[config.mk]
export PLATFORM = sky130hd
export DESIGN_NAME = obstacle_speed_governor_top
export DESIGN_NICKNAME = d
export VERILOG_FILES = /design/src/osg_pkg.sv /design/src/osg_div.sv /design/src/osg_ctrl.sv /design/src/osg_dpath.sv /design/src/obstacle_speed_governor_top.sv
export VERILOG_INCLUDE_DIRS = /design/src /design/src/src
export SDC_FILE = /design/constraint.sdc
export NUM_CORES = 1
export LEC_CHECK = 0
export ABC_AREA = 1
export BUFFER_PORTS_ARGS = -buffer_cell sky130_fd_sc_hd__buf_4
export CAP_MARGIN = 10
export CORE_MARGIN = 2
export CORE_UTILIZATION = 52
export CTS_CLUSTER_DIAMETER = 60
export CTS_CLUSTER_SIZE = 30
export DETAILED_ROUTE_END_ITERATION = 7
export PLACE_DENSITY = 0.69
export SYNTH_ARGS = -nofsm -noshare
export SYNTH_HDL_FRONTEND = slang
export SYNTH_SLANG_ARGS = --single-unit
[constraint.sdc]
create_clock -name clk -period 12.5 [get_ports clk]
set_input_delay 1.875 -clock clk [delete_from_list [all_inputs] [get_ports clk]]
set_output_delay 1.875 -clock clk [all_outputs]
set_load 0.01 [all_outputs]
[src/obstacle_speed_governor_top_macros.svh]
// ----------------------------------------------------------------------------
// Obstacle speed governor assertion macros
// Shared concurrent assertion forms, clocked on clk and disabled in reset.
// ----------------------------------------------------------------------------
`ifndef OBSTACLE_SPEED_GOVERNOR_TOP_MACROS_SVH
`define OBSTACLE_SPEED_GOVERNOR_TOP_MACROS_SVH

// same-cycle implication
`define OSG_ASSERT_IMPL(label, ante, cons) \
  label: assert property (@(posedge clk) disable iff (rst) (ante) |-> (cons)) \
    else $error("obstacle speed governor: same-cycle check failed");

// next-cycle implication
`define OSG_ASSERT_NEXT(label, ante, cons) \
  label: assert property (@(posedge clk) disable iff (rst) (ante) |=> (cons)) \
    else $error("obstacle speed governor: next-cycle check failed");

`endif

[src/osg_pkg.sv]
// ----------------------------------------------------------------------------
// Obstacle speed governor package
// Types, register indexes and constants shared by controller and datapath.
// ----------------------------------------------------------------------------
`default_nettype none

package osg_pkg;

  localparam int unsigned CFG_IDX_W = 1;
  localparam logic [CFG_IDX_W-1:0] REG_SAFE_TIME = 1'b0;
  localparam logic [CFG_IDX_W-1:0] REG_RADIUS    = 1'b1;

  localparam logic [15:0] SAFE_TIME_RESET = 16'd5000;
  localparam logic [15:0] RADIUS_RESET    = 16'd200;
  localparam logic [14:0] LIMIT_MAX       = 15'd32767;
  localparam logic [15:0] MS_PER_S        = 16'd1000;

  localparam logic REQ_SCAN = 1'b0;
  localparam logic REQ_CMD  = 1'b1;

  // divider: 30-bit dividend, 16-bit divisor, two quotient bits a cycle
  localparam int unsigned DIV_NUM_W = 30;
  localparam int unsigned DIV_DEN_W = 16;
  localparam int unsigned DIV_STEPS = 2;
  localparam int unsigned DIV_ITERS = DIV_NUM_W / DIV_STEPS;
  localparam int unsigned DIV_CNT_W = $clog2(DIV_ITERS + 1);

  typedef enum logic [4:0] {
    S_IDLE   = 5'b00001,
    S_MUL    = 5'b00010,
    S_DSTART = 5'b00100,
    S_DWAIT  = 5'b01000,
    S_DONE   = 5'b10000
  } osg_state_t;

  typedef struct packed {
    logic accept;
    logic mul_go;
    logic div_start;
    logic finish;
  } osg_cmd_t;

  typedef struct packed {
    logic kind_cmd_now;
    logic last_now;
    logic exceed_now;
    logic kind_cmd;
    logic div_done;
    logic out_free;
  } osg_sts_t;

endpackage

`default_nettype wire

[src/osg_div.sv]
// ----------------------------------------------------------------------------
// Obstacle speed governor divider
// Restoring unsigned divider, two quotient bits per cycle.
// ----------------------------------------------------------------------------
`default_nettype none

module osg_div (
  input  wire logic                                  clk,
  input  wire logic                                  rst,
  input  wire logic                                  start,
  input  wire logic [osg_pkg::DIV_NUM_W-1:0]         num,
  input  wire logic [osg_pkg::DIV_DEN_W-1:0]         den,
  output logic                                       done,
  output logic [osg_pkg::DIV_NUM_W-1:0]              quo
);

  logic [osg_pkg::DIV_NUM_W-1:0] nq;
  logic [osg_pkg::DIV_DEN_W-1:0] rem;
  logic [osg_pkg::DIV_DEN_W-1:0] den_q;
  logic [osg_pkg::DIV_CNT_W-1:0] count;
  logic                          busy;
  logic [osg_pkg::DIV_NUM_W-1:0] nq_next;
  logic [osg_pkg::DIV_DEN_W-1:0] rem_next;

  always_comb begin
    logic [osg_pkg::DIV_DEN_W:0]   r;
    logic [osg_pkg::DIV_NUM_W-1:0] n;
    logic [osg_pkg::DIV_DEN_W-1:0] rr;
    rr = rem;
    n  = nq;
    for (int i = 0; i < osg_pkg::DIV_STEPS; i++) begin
      r = {rr, n[osg_pkg::DIV_NUM_W-1]};
      n = {n[osg_pkg::DIV_NUM_W-2:0], 1'b0};
      if (r >= {1'b0, den_q}) begin
        r    = r - {1'b0, den_q};
        n[0] = 1'b1;
      end
      rr = r[osg_pkg::DIV_DEN_W-1:0];
    end
    nq_next  = n;
    rem_next = rr;
  end

  always_ff @(posedge clk) begin
    if (rst) begin
      busy  <= 1'b0;
      count <= '0;
    end else if (start) begin
      busy  <= 1'b1;
      count <= osg_pkg::DIV_CNT_W'(osg_pkg::DIV_ITERS);
    end else if (busy) begin
      count <= count - 1'b1;
      if (count == osg_pkg::DIV_CNT_W'(1)) begin
        busy <= 1'b0;
      end
    end
  end

  always_ff @(posedge clk) begin
    if (start) begin
      nq    <= num;
      rem   <= '0;
      den_q <= den;
    end else if (busy) begin
      nq  <= nq_next;
      rem <= rem_next;
    end
  end

  assign done = !busy;
  assign quo  = nq;

endmodule

`default_nettype wire

[src/osg_ctrl.sv]
// ----------------------------------------------------------------------------
// Obstacle speed governor controller
// Sequences accept, multiply, divide and finish for one word at a time.
// ----------------------------------------------------------------------------
`default_nettype none

`include "obstacle_speed_governor_top_macros.svh"

module osg_ctrl (
  input  wire logic              clk,
  input  wire logic              rst,
  input  wire logic              in_valid,
  output logic                   in_stall,
  input  wire osg_pkg::osg_sts_t sts,
  output osg_pkg::osg_cmd_t      cmd
);

  osg_pkg::osg_state_t state, state_next;

  always_comb begin
    state_next    = state;
    cmd           = '0;
    unique case (state)
      osg_pkg::S_IDLE: begin
        cmd.accept = in_valid;
        if (in_valid) begin
          if (sts.kind_cmd_now) begin
            state_next = sts.exceed_now ? osg_pkg::S_MUL : osg_pkg::S_DONE;
          end else if (sts.last_now) begin
            state_next = osg_pkg::S_MUL;
          end
        end
      end
      osg_pkg::S_MUL: begin
        cmd.mul_go = 1'b1;
        state_next = osg_pkg::S_DSTART;
      end
      osg_pkg::S_DSTART: begin
        cmd.div_start = 1'b1;
        state_next    = osg_pkg::S_DWAIT;
      end
      osg_pkg::S_DWAIT: begin
        if (sts.div_done) begin
          state_next = osg_pkg::S_DONE;
        end
      end
      osg_pkg::S_DONE: begin
        // hold a command result until the output register is free
        if (!sts.kind_cmd || sts.out_free) begin
          cmd.finish = 1'b1;
          state_next = osg_pkg::S_IDLE;
        end
      end
      default: state_next = osg_pkg::S_IDLE;
    endcase
  end

  always_ff @(posedge clk) begin
    if (rst) begin
      state <= osg_pkg::S_IDLE;
    end else begin
      state <= state_next;
    end
  end

  assign in_stall = (state != osg_pkg::S_IDLE);

  `OSG_ASSERT_NEXT(a_div_runs, state == osg_pkg::S_DSTART, !sts.div_done)
  `OSG_ASSERT_IMPL(a_finish_free, cmd.finish && sts.kind_cmd, sts.out_free)

endmodule

`default_nettype wire

[src/osg_dpath.sv]
// ----------------------------------------------------------------------------
// Obstacle speed governor datapath
// Clearance tracking, limit register, shared multiplier and divider, output.
// ----------------------------------------------------------------------------
`default_nettype none

`include "obstacle_speed_governor_top_macros.svh"

module osg_dpath (
  input  wire logic                             clk,
  input  wire logic                             rst,
  input  wire logic                             cfg_we,
  input  wire logic [osg_pkg::CFG_IDX_W-1:0]    cfg_index,
  input  wire logic [15:0]                      cfg_data,
  input  wire logic                             req_type,
  input  wire logic [15:0]                      range_mm,
  input  wire logic                             last_sample,
  input  wire logic signed [15:0]               linear_in,
  input  wire logic signed [15:0]               angular_in,
  output logic                                  out_valid,
  input  wire logic                             out_stall,
  output logic signed [15:0]                    linear_out,
  output logic signed [15:0]                    angular_out,
  output logic                                  was_limited,
  input  wire osg_pkg::osg_cmd_t                cmd,
  output osg_pkg::osg_sts_t                     sts
);

  logic [15:0]        safe_time_ms;
  logic [15:0]        robot_radius_mm;
  logic signed [16:0] least_clearance;
  logic               scan_started;
  logic [14:0]        speed_limit;

  logic               kind_q;
  logic               exceed_q;
  logic signed [15:0] lin_q;
  logic signed [15:0] ang_q;
  logic [osg_pkg::DIV_NUM_W-1:0] prod_q;

  logic signed [16:0] clear_now;
  logic [15:0]        mag_now;
  logic [15:0]        lin_mag;
  logic [15:0]        ang_mag;
  logic [15:0]        clr;
  logic [15:0]        op_a;
  logic [15:0]        op_b;
  logic [31:0]        prod;
  logic [15:0]        div_den;
  logic [15:0]        t_eff;
  logic               div_done;
  logic [osg_pkg::DIV_NUM_W-1:0] quo;
  logic [14:0]        lim_sat;
  logic [15:0]        q16;
  logic               scan_acc;
  logic               load_out;

  // configuration
  always_ff @(posedge clk) begin
    if (rst) begin
      safe_time_ms    <= osg_pkg::SAFE_TIME_RESET;
      robot_radius_mm <= osg_pkg::RADIUS_RESET;
    end else if (cfg_we) begin
      unique case (cfg_index)
        osg_pkg::REG_SAFE_TIME: safe_time_ms    <= cfg_data;
        osg_pkg::REG_RADIUS:    robot_radius_mm <= cfg_data;
        default: ;
      endcase
    end
  end

  assign clear_now = $signed({1'b0, range_mm}) - $signed({1'b0, robot_radius_mm});
  assign mag_now   = linear_in[15] ? 16'(-linear_in) : linear_in;
  assign scan_acc  = cmd.accept && (req_type == osg_pkg::REQ_SCAN);

  always_ff @(posedge clk) begin
    if (rst) begin
      least_clearance <= '0;
      scan_started    <= 1'b0;
    end else if (scan_acc) begin
      if (!scan_started || (clear_now < least_clearance)) begin
        least_clearance <= clear_now;
      end
      scan_started <= !last_sample;
    end
  end

  // latch the accepted word
  always_ff @(posedge clk) begin
    if (cmd.accept) begin
      kind_q   <= req_type;
      exceed_q <= mag_now > {1'b0, speed_limit};
      lin_q    <= linear_in;
      ang_q    <= angular_in;
    end
  end

  assign lin_mag = lin_q[15] ? 16'(-lin_q) : lin_q;
  assign ang_mag = ang_q[15] ? 16'(-ang_q) : ang_q;
  assign clr     = least_clearance[16] ? 16'd0 : least_clearance[15:0];

  assign op_a = kind_q ? ang_mag : clr;
  assign op_b = kind_q ? {1'b0, speed_limit} : osg_pkg::MS_PER_S;
  assign prod = op_a * op_b;

  always_ff @(posedge clk) begin
    if (cmd.mul_go) begin
      prod_q <= prod[osg_pkg::DIV_NUM_W-1:0];
    end
  end

  assign t_eff   = (safe_time_ms == 16'd0) ? 16'd1 : safe_time_ms;
  assign div_den = kind_q ? lin_mag : t_eff;

  osg_div u_div (
    .clk   (clk),
    .rst   (rst),
    .start (cmd.div_start),
    .num   (prod_q),
    .den   (div_den),
    .done  (div_done),
    .quo   (quo)
  );

  assign lim_sat = (|quo[osg_pkg::DIV_NUM_W-1:15]) ? osg_pkg::LIMIT_MAX : quo[14:0];
  assign q16     = {1'b0, quo[14:0]};

  always_ff @(posedge clk) begin
    if (rst) begin
      speed_limit <= osg_pkg::LIMIT_MAX;
    end else if (cmd.finish && !kind_q) begin
      speed_limit <= lim_sat;
    end
  end

  assign load_out = cmd.finish && kind_q;

  always_ff @(posedge clk) begin
    if (rst) begin
      out_valid <= 1'b0;
    end else if (load_out) begin
      out_valid <= 1'b1;
    end else if (!out_stall) begin
      out_valid <= 1'b0;
    end
  end

  always_ff @(posedge clk) begin
    if (load_out) begin
      was_limited <= exceed_q;
      if (exceed_q) begin
        // linear part scales to the limit itself
        linear_out  <= lin_q[15] ? -$signed({1'b0, speed_limit})
                                 : $signed({1'b0, speed_limit});
        angular_out <= ang_q[15] ? -$signed(q16) : $signed(q16);
      end else begin
        linear_out  <= lin_q;
        angular_out <= ang_q;
      end
    end
  end

  assign sts.kind_cmd_now = (req_type == osg_pkg::REQ_CMD);
  assign sts.last_now     = last_sample;
  assign sts.exceed_now   = mag_now > {1'b0, speed_limit};
  assign sts.kind_cmd     = kind_q;
  assign sts.div_done     = div_done;
  assign sts.out_free     = !out_valid || !out_stall;

  `OSG_ASSERT_IMPL(a_quo_fits, load_out && exceed_q,
                   quo[osg_pkg::DIV_NUM_W-1:15] == '0)
  `OSG_ASSERT_IMPL(a_limit_hold, !$past(rst) && !($past(cmd.finish) && !$past(kind_q)),
                   $stable(speed_limit))

endmodule

`default_nettype wire

[src/obstacle_speed_governor_top.sv]
// ----------------------------------------------------------------------------
// Obstacle speed governor
// Time-to-collision speed limiter for laser range words and velocity commands.
// ----------------------------------------------------------------------------
// One word is taken at a time. A range sample that does not end a scan leaves
// the controller idle. A velocity command within the limit goes from accept
// straight to finish, which loads the output register. A scan-ending sample and
// a command that must be scaled go through accept, multiply, divider load, a
// wait while the shared divider runs (two quotient bits per cycle over a 30-bit
// dividend) until it reports done, then finish. A result waiting in the output
// register does not block the next word unless a new command result is ready
// to replace it. The limit starts at 32767 mm/s (unlimited) until the first scan
// ends. Configuration is to be written by the user only while idle, unchecked.
`default_nettype none

module obstacle_speed_governor_top (
  input  wire logic                          clk,
  input  wire logic                          rst,
  input  wire logic                          cfg_we,
  input  wire logic [osg_pkg::CFG_IDX_W-1:0] cfg_index,
  input  wire logic [15:0]                   cfg_data,
  input  wire logic                          in_valid,
  output logic                               in_stall,
  input  wire logic                          req_type,
  input  wire logic [15:0]                   range_mm,
  input  wire logic                          last_sample,
  input  wire logic signed [15:0]            linear_in,
  input  wire logic signed [15:0]            angular_in,
  output logic                               out_valid,
  input  wire logic                          out_stall,
  output logic signed [15:0]                 linear_out,
  output logic signed [15:0]                 angular_out,
  output logic                               was_limited
);

  osg_pkg::osg_cmd_t cmd;
  osg_pkg::osg_sts_t sts;

  osg_ctrl u_ctrl (
    .clk      (clk),
    .rst      (rst),
    .in_valid (in_valid),
    .in_stall (in_stall),
    .sts      (sts),
    .cmd      (cmd)
  );

  osg_dpath u_dpath (
    .clk         (clk),
    .rst         (rst),
    .cfg_we      (cfg_we),
    .cfg_index   (cfg_index),
    .cfg_data    (cfg_data),
    .req_type    (req_type),
    .range_mm    (range_mm),
    .last_sample (last_sample),
    .linear_in   (linear_in),
    .angular_in  (angular_in),
    .out_valid   (out_valid),
    .out_stall   (out_stall),
    .linear_out  (linear_out),
    .angular_out (angular_out),
    .was_limited (was_limited),
    .cmd         (cmd),
    .sts         (sts)
  );

endmodule

`default_nettype wire

# --- Word level (Yosys, flattened, before mapping) ---
# Cells that the tools add are included.
word_totals:
  input_bits: 72
  word_cells: 104
  register_bits: 235
op_classes:
  n_reduce_logical: 18
  multipliers: 1
  muxes: 38
  n_eq_ne: 12
  n_bitwise: 2
  addsub: 9
  n_lt_le_gt_ge: 4
op_table:
  columns: ["op", "n"]
  rows:
  - ["$mux 16", 13]
  - ["$mux 30", 2]
  - ["$neg 16->16", 3]
  - ["$ge 17x16->1", 2]
  - ["$neg 15->16", 2]
  - ["$sub 16x16->16", 2]
  - ["$mul 16x16->30", 1]
  - ["$mux 15", 2]
  - ["$mux 5", 6]
  - ["$pmux 5 s5", 1]
  - ["$lt 17x17->1", 1]
  - ["$sub 16x16->17", 1]
  - ["$gt 16x15->1", 1]
  - ["$logic_not 16->1", 1]
  - ["$reduce_or 15->1", 1]
  - ["$mux 1", 12]
  - ["$mux 4", 2]
  - ["$reduce_and 2->1", 3]
  - ["$eq 5x1->1 const B", 1]
  - ["$eq 5x2->1 const B", 1]
  - ["$eq 5x3->1 const B", 1]
  - ["$eq 5x4->1 const B", 1]
  - ["$eq 5x5->1 const B", 1]
  - ["$logic_not 1->1", 5]
  - ["other kinds (11)", 18]

# --- Depth between registers and ports, before layout ---
# Gate-level depths: netlist of run 1.
logic_depth:
  word_depth: 7
  mapped_depth: 37
  ltp_nobuf: 36

# --- Modules after synthesis ---
# A second synthesis of run 1 with hierarchy kept.
hier_totals:
  cells_unflattened: 2930
  area_unflattened_um2: 22639.2
modules_own_cells:
  columns: ["module", "area_each_um2", "seq_area_each_um2", "n_inst", "cells_per_inst"]
  rows:
  - ["osg_dpath", 17426.7, 4234.1, 1, 2191]
  - ["osg_div", 4901.0, 1801.7, 1, 690]
  - ["osg_ctrl", 311.5, 100.1, 1, 49]

# --- Worst setup path after synthesis of run 1 ---
# OpenSTA, ideal clock, no wires.
synth_path:
  kind: "register -> register"
  from: "register u_dpath.ang_q[0]"
  to: "register u_dpath.prod_q[26] in the netlist's numbering, data pin"
  path_slack_ns: 5.760
  period_less_slack_ns: 6.740
  t_required_ns: 12.248
  t_arrival_ns: 6.488
  setup_ns: 0.252
  path_stages_with_launch: 33
  n_path_buf: 1
  cell_sequence: "edfxtp_1 inv_1 clkbuf_1 ha_1 nand2_1 nor2_1 nand3_1 nand2_1 o21ai_1 xnor2_1 o22ai_1 inv_2 nor2_1 fa_1 inv_1 fa_1 inv_1 fa_1 fa_1 fa_1 inv_1 fa_1 inv_1 ha_1 nand2_1 nor3_1 nand2_1 nand2_1 a21oi_1 o21ai_0 nand2_1 nand3_1 nand2_1"
synth_between:
  elab_chain_cells: 4
synth_rtl:
  columns: ["item", "line", "text"]
  rows:
  - ["start: declaration", "osg_dpath.sv:38", "logic signed [15:0] ang_q;"]
  - ["start signal: assignment", "osg_dpath.sv:94", "ang_q <= angular_in;"]
  - ["$neg 16->16", "osg_dpath.sv:99", "assign ang_mag = ang_q[15] ? 16'(-ang_q) : ang_q;"]
  - ["$mux 16 (*)", "osg_dpath.sv:99", null]
  - ["$mux 16 (*)", "osg_dpath.sv:102", "assign op_a = kind_q ? ang_mag : clr;"]
  - ["$mul 16x16->30 (*)", "osg_dpath.sv:104", "assign prod = op_a * op_b;"]
  - ["named net u_dpath.prod[26]", "osg_dpath.sv:48", "logic [31:0] prod;"]
  - ["end signal: assignment", "osg_dpath.sv:108", "prod_q <= prod[osg_pkg::DIV_NUM_W-1:0];"]
  - ["end: declaration", "osg_dpath.sv:39", "logic [osg_pkg::DIV_NUM_W-1:0] prod_q;"]
# The timed path passes the listed nets; every way through them passes the cells marked *.
# A chain may end at the register's enable or synchronous reset.

# --- Final worst setup path of run 1 ---
layout_path:
  from: "register u_dpath.ang_q[0]"
  to: "register u_dpath.prod_q[28] in the netlist's numbering, data pin"
# Same word-level chain as after synthesis.

==> out/metrics.yaml, run 1 <==
drv_cap: 0
synth_seq_cells: 235
grt-ovfl-total: 0
firstDrtPassIters: 5
core_um2: 40700
postCtsResizedCells: 0
rows: 74
slew_violations: 0
synth_fp_nets: 3105
synth-seq-area-share: 0.286
gp_congestion: 0.990
rsz0062_at_grt: "false"
period_share: 0.643
reg2reg_depth: 31
antenna_found_initial: 0
num_antenna_cells: 0
min_path_type: "reg -> reg"
required_ps: 12810
layout-drive-gt1-share: 0.0701
num_io_pins: 107
cts_post_setup_buffers_inserted: 0
drc: 0
synthArstFlopShare: 0
first_iter_violations: 1542
synth_area_leader_cell: "edfxtp_1"
initial_core_util: 0.526
track_usage: 0.291
postRouteAntennaNets: 0
synth_commonest_cells: "nand2_1 (560), inv_1 (470), nor2_1 (294)"
synth_area_um2: 21400
min_from: "u_dpath.robot_radius_mm[2]$_SDFFE_PP0P_"
dr_wl_met3_mm: 3.63
status: "complete, no violations"
clkTransAtPathRegs_ps: 80
fin_worst_skew_ps: 22.0
vias_per_cell: 5.51
tns_ps: 0
wire_per_inst_um: 18.9
finalSetupViolCount: 0
hpwl_mm: 50.4
max_freq_ghz: 0.124
cp_slowest_cell: "o22ai_1"
worst_slew_pin_slew_ps: 1190
multi_input_area_um2: 13200
path_max_fanout: 11
r2r-start: "u_dpath.ang_q[0]$_DFFE_PP_"
end_kind: "flop"
crit_path_frequent_cell: "nand2_1"
r2r_slack_ps: 4460
layout.nets: 3180
finalCriticalPeriod_ps: 8040
syn_avg_cell_area_um2: 8.02
drt_wl_total_mm: 62.3
clock-sinks: 235
r2r-end: "u_dpath.prod_q[28]$_DFFE_PP_"
wl_met1_mm: 25.9
crit_type: "reg -> reg"
syn_inst: 2674
cts_tree: "yes"
area_growth_syn_to_layout_pct: 10.0
grt_max_degree: 68
cts_root_buffer: "clkbuf_16"
final_hold_viol_count: 0
dieArea_um2: 42900
vias: 18186
synth_cell_types: 48
cts_buffers: 24
htreeDepth: 1
clkLatencyLatePin_ps: 550
hold_depth: 2
die_h_um: 207
routed.top_layer: "met4"
cp-start-kind: "flop"
synth_edf_count: 143
synth.most_common_cell: "nand2_1"
yosysWarnings: 0
grt_pass1_vias: 18091
route.met2.wl_mm: 29.6
fillers: 3752
synthTopCellsByArea: "edfxtp_1 (20%), fa_1 (17%), ha_1 (10%)"
relSlewSlack: 0.204
cts_max_path_buffers: 3
slowest_delay_ps: 650
worst_ep_arrival_time_ps: 8350
io_buffers: 106
synth_top_cell_area_share: 0.200
die_width_um: 207
seqCellArea_um2: 6140
hold_end: "u_dpath.robot_radius_mm[2]$_SDFFE_PP0P_"
hold_buffers: 0
grt_pass1_wl_mm: 98.5
synthFlopType: "edfxtp_1"
worst max path at each step:
stage                                          start  slack, ps                           end  cells past startpoint
after floorplan           u_dpath.ang_q[0]$_DFFE_PP_       5760  u_dpath.prod_q[26]$_DFFE_PP_                     32
after global placement    u_dpath.ang_q[0]$_DFFE_PP_       4540  u_dpath.prod_q[26]$_DFFE_PP_                     31
after detailed placement  u_dpath.ang_q[0]$_DFFE_PP_       4470  u_dpath.prod_q[28]$_DFFE_PP_                     31
after CTS                 u_dpath.ang_q[0]$_DFFE_PP_       4480  u_dpath.prod_q[28]$_DFFE_PP_                     31
after global routing      u_dpath.ang_q[0]$_DFFE_PP_       3820  u_dpath.prod_q[28]$_DFFE_PP_                     31
final                     u_dpath.ang_q[0]$_DFFE_PP_       4460  u_dpath.prod_q[28]$_DFFE_PP_                     31
area by class of cell:
type / instances / share of cell area
Multi-Input combinational cell: 1888 / 0.561
Sequential cell: 235 / 0.260
Inverter: 483 / 0.0769
Timing Repair Buffer: 117 / 0.0372
Tap cell: 532 / 0.0282
Clock buffer: 27 / 0.0277
Clock inverter: 17 / 0.00844
through the flow:
| stage | hold slack [ps] | setup WS (ps) | instances | util | instance area, µm² |
|---|---|---|---|---|---|
| floorplan | 424 | 5760 | 2674 | - | 21400 |
| global placement | 454 | 4540 | 3255 | 0.558 | 22700 |
| detailed placement | 462 | 4470 | 3255 | 0.558 | 22700 |
| CTS | 471 | 4480 | 3299 | 0.579 | 23600 |
| global route | 482 | 3820 | 3299 | 0.579 | 23600 |
| finish | 466 | 4460 | 3299 | 0.579 | 23600 |
cell families (layout without fill, tap and decap cells):
group | Yosys count | in the layout | share of synthesized area
flip-flops | 235 | 235 | 0.286
AND/OR/NAND/NOR | 1043 | 1043 | 0.199
XOR/XNOR | 112 | 112 | 0.0458
adder cells (fa/ha/maj) | 359 | 359 | 0.273
buffers and inverters | 551 | 644 | 0.0975
AO/OA/AOI/OAI | 374 | 374 | 0.0986
metal layers:
layer  global-route usage  up-vias
met5                    0        -
met1                0.379     8716
li1                     -     8667
met4                0.133        0
met2                0.488      658
met3               0.0346      145
cells in the final DEF, fill, tap and decap left out, drive strengths merged, types with 27 or more instances in the layout:
master | synthesis | routed
a21oi | 120 | 120
o22ai | 30 | 30
clkbuf | 54 | 27
buf | 14 | 117
nor2 | 297 | 297
ha | 177 | 177
inv | 474 | 485
fa | 182 | 182
nand2 | 565 | 565
xnor2 | 30 | 30
dfxtp | 92 | 92
o21ai | 156 | 156
nor3 | 28 | 28
nand3 | 118 | 118
xor2 | 82 | 82
edfxtp | 143 | 143
worst max-delay path: cells and delay by family, from the launching register on:
family                     cells  cell delay (ps)
and+or+nand+nor               12             1540
adders and majority gates      8             3540
buffers and inverters          6              950
AOI/OAI and AO/OA              4             1220
xor gates and xnor gates       1              140
DFF                            1              430
registers in the layout (all words and copies together), names as in the netlist:
name,cells
u_dpath.angular_out,16
u_dpath.u_div.count,4
u_dpath.out_valid,1
u_dpath.u_div.rem,16
u_dpath.prod_q,30
u_dpath.linear_out,16
u_dpath.safe_time_ms,16
u_ctrl.state,5
u_dpath.u_div.quo,30
u_dpath.exceed_q,1
u_dpath.was_limited,1
u_dpath.ang_q,16
u_dpath.speed_limit,15
u_dpath.least_clearance,17
u_dpath.kind_q,1
u_dpath.robot_radius_mm,16
u_dpath.lin_q,16
u_dpath.scan_started,1
u_dpath.u_div.den_q,16
u_dpath.u_div.busy,1
Power of run 1 is not shown: default switching activity piles up to over one toggle a cycle in this logic, so the estimate is an artifact.
==> inputs of run 2 (changes only) <==
PLACE_DENSITY = 0.72   (was 0.69)
clock period = 7.1 ns   (was 12.5 ns; I/O delays follow)
==> run 2 against run 1 <==
  * Die area stayed put
  * Final area is 3.7% higher
  * Clock skew is 0.90 ps higher
  * Global-route usage is 0.78 points higher
  * Flip-flop and latch count stayed put
  * Count of clock-buffer cells in the layout is 2 higher
  * Register-to-register slack worse by 4300 ps
  * Fmax is 16% higher
  * Final cell count is 1.9% higher
==> out/metrics.yaml, run 2 (synthesis results as in run 1) <==
status: "complete, no violations"
relSlewSlack: 0.230  # +0.0259
crit_type: "reg -> reg"
min_path_type: "reg -> reg"
num_io_pins: 107  # unchanged
cp-start-kind: "flop"
htreeDepth: 1  # unchanged
hold_buffers: 0  # unchanged
postRouteAntennaNets: 0  # unchanged
hold_depth: 2  # unchanged
layout-drive-gt1-share: 0.106  # +0.0359
core_um2: 40700  # unchanged
grt_max_degree: 66  # -2.9%
wire_per_inst_um: 19.2  # +1.4%
required_ps: 7400  # -5410 ps
dieArea_um2: 42900  # unchanged
finalSetupViolCount: 0  # unchanged
slew_violations: 0  # unchanged
timing.final.ws_setup_ps: 148  # -4310 ps
layout_common_cells: "nand2_1 (556), inv_1 (466), nor2_1 (282), fa_1 (180), buf_4 (170)"
cts_tree: "yes"
cts_buffers: 26  # +8.3%
firstDrtPassIters: 5  # unchanged
critical_path.top_delay_family: "adder cells"
final_common_cell: "nand2_1"
place_ws_ps: -132  # -4600 ps
drv_cap: 0  # unchanged
layout.nets: 3240  # +1.9%
worst_slew_pin_slew_ps: 1160  # -34.4 ps
clkTransAtPathRegs_ps: 90  # about the same
crit_path_frequent_cell: "inv_1"
drc: 0  # unchanged
path_max_fanout: 6  # -5
grt_pass1_wl_mm: 101  # +2.1%
gp_congestion: 0.996  # +0.59%
slowest_delay_ps: 530  # -120 ps
dp.cells: 3302  # +1.4%
final_hold_viol_count: 0  # unchanged
final_util: 0.600  # +0.0213
die_width_um: 207  # unchanged
clkLatencyLatePin_ps: 570  # +20 ps
clock-sinks: 235  # unchanged
min_from: "u_dpath.robot_radius_mm[4]$_SDFFE_PP0P_"
io_buffers: 106  # unchanged
period_share: 0.979  # +0.336
track_usage: 0.299  # +0.00783
max_freq_ghz: 0.144  # +16%
hold_end: "u_dpath.robot_radius_mm[4]$_SDFFE_PP0P_"
fillers: 3736  # -0.43%
cts_root_buffer: "clkbuf_16"
cts_max_path_buffers: 3  # unchanged
r2r-end: "u_dpath.prod_q[14]$_DFFE_PP_"
vias: 18504  # +1.7%
finalCriticalPeriod_ps: 6950  # -1090 ps
worst-path-buf-inv: 8  # +2
vias_per_cell: 5.51  # -0.13%
die_h_um: 207  # unchanged
fin_worst_skew_ps: 22.9  # +0.895 ps
initial_core_util: 0.526  # unchanged
critPathLaunch: "u_dpath.ang_q[5]$_DFFE_PP_"
multi_input_area_um2: 13500  # +1.9%
worst_ep_arrival_time_ps: 7250  # -1100 ps
area_growth_syn_to_layout_pct: 14.0
reg2reg_depth: 30  # -3.2%
cp_slowest_cell: "fa_1"
rows: 74  # unchanged
num_antenna_cells: 0  # unchanged
fin_cells: 3361  # +1.9%
antenna_found_initial: 0  # unchanged
hpwl_mm: 52.0  # +3.2%
seqCellArea_um2: 6140  # unchanged
grt-ovfl-total: 0  # unchanged
drt_wl_total_mm: 64.4  # +3.3%
end_kind: "flop"
first_iter_violations: 1761  # +14%
r2r_slack_ps: 150  # -4310 ps
r2r-start: "u_dpath.ang_q[5]$_DFFE_PP_"
grt_pass1_vias: 18445  # +2.0%
==> run 2: worst register-to-register path: cells and delay by family, from the launching register on <==
family	cells	cell delay [ps]
fa+ha+maj	7	3000
simple gates	11	1270
buf+inv	8	1020
xor+xnor	2	620
flops	1	440
compound gates	2	330
==> run 2: repair_timing <==
action | CTS | global route
buffers inserted | 0 | 10
endpoints found under the hold margin | 0 | 0
endpoints found under the setup margin | 4 | 16
pin swaps | 0 | 26
gates resized for setup | 4 | 64
cloned | 0 | 0
==> run 2: through the flow <==
| stage | TNS, ps | hold WS, ps | area, µm² |
|---|---|---|---|
| after floorplan | 0 | 424 | 21400 |
| after global placement | 0 | 449 | 23100 |
| after detailed placement | -355 | 456 | 23100 |
| after CTS | 0 | 465 | 24100 |
| after global routing | -537 | 489 | 24400 |
| final | 0 | 469 | 24400 |
==> run 2: worst max path at each step <==
stage / endpoint / slack [ps] / cells past startpoint
floorplan: u_dpath.prod_q[26]$_DFFE_PP_ / 360 / 32
global placement: u_dpath.prod_q[28]$_DFFE_PP_ / 40 / 32
detailed placement: u_dpath.prod_q[28]$_DFFE_PP_ / -130 / 32
CTS: u_dpath.prod_q[27]$_DFFE_PP_ / 30 / 31
global route: u_dpath.prod_q[16]$_DFFE_PP_ / -130 / 30
finish: u_dpath.prod_q[14]$_DFFE_PP_ / 150 / 30
==> run 2: area by class of cell <==
cell class,instances,share of cell area
sequential,235,0.251
tap,532,0.0272
clock buffer,29,0.0279
timing repair buffer,175,0.0552
inverter,483,0.0748
multi-input combinational,1888,0.552
clock inverter,19,0.0121
==> run 2: metal layers <==
layer  up-vias  part of all wire  global-route usage
li1       8790                 -                   -
met1      8902              0.41               0.390
met2       669              0.48               0.508
met3       143             0.059              0.0329
met4         0             0.045               0.125
met5         -                 0                   0
Power of run 2 is left out for the same reason.
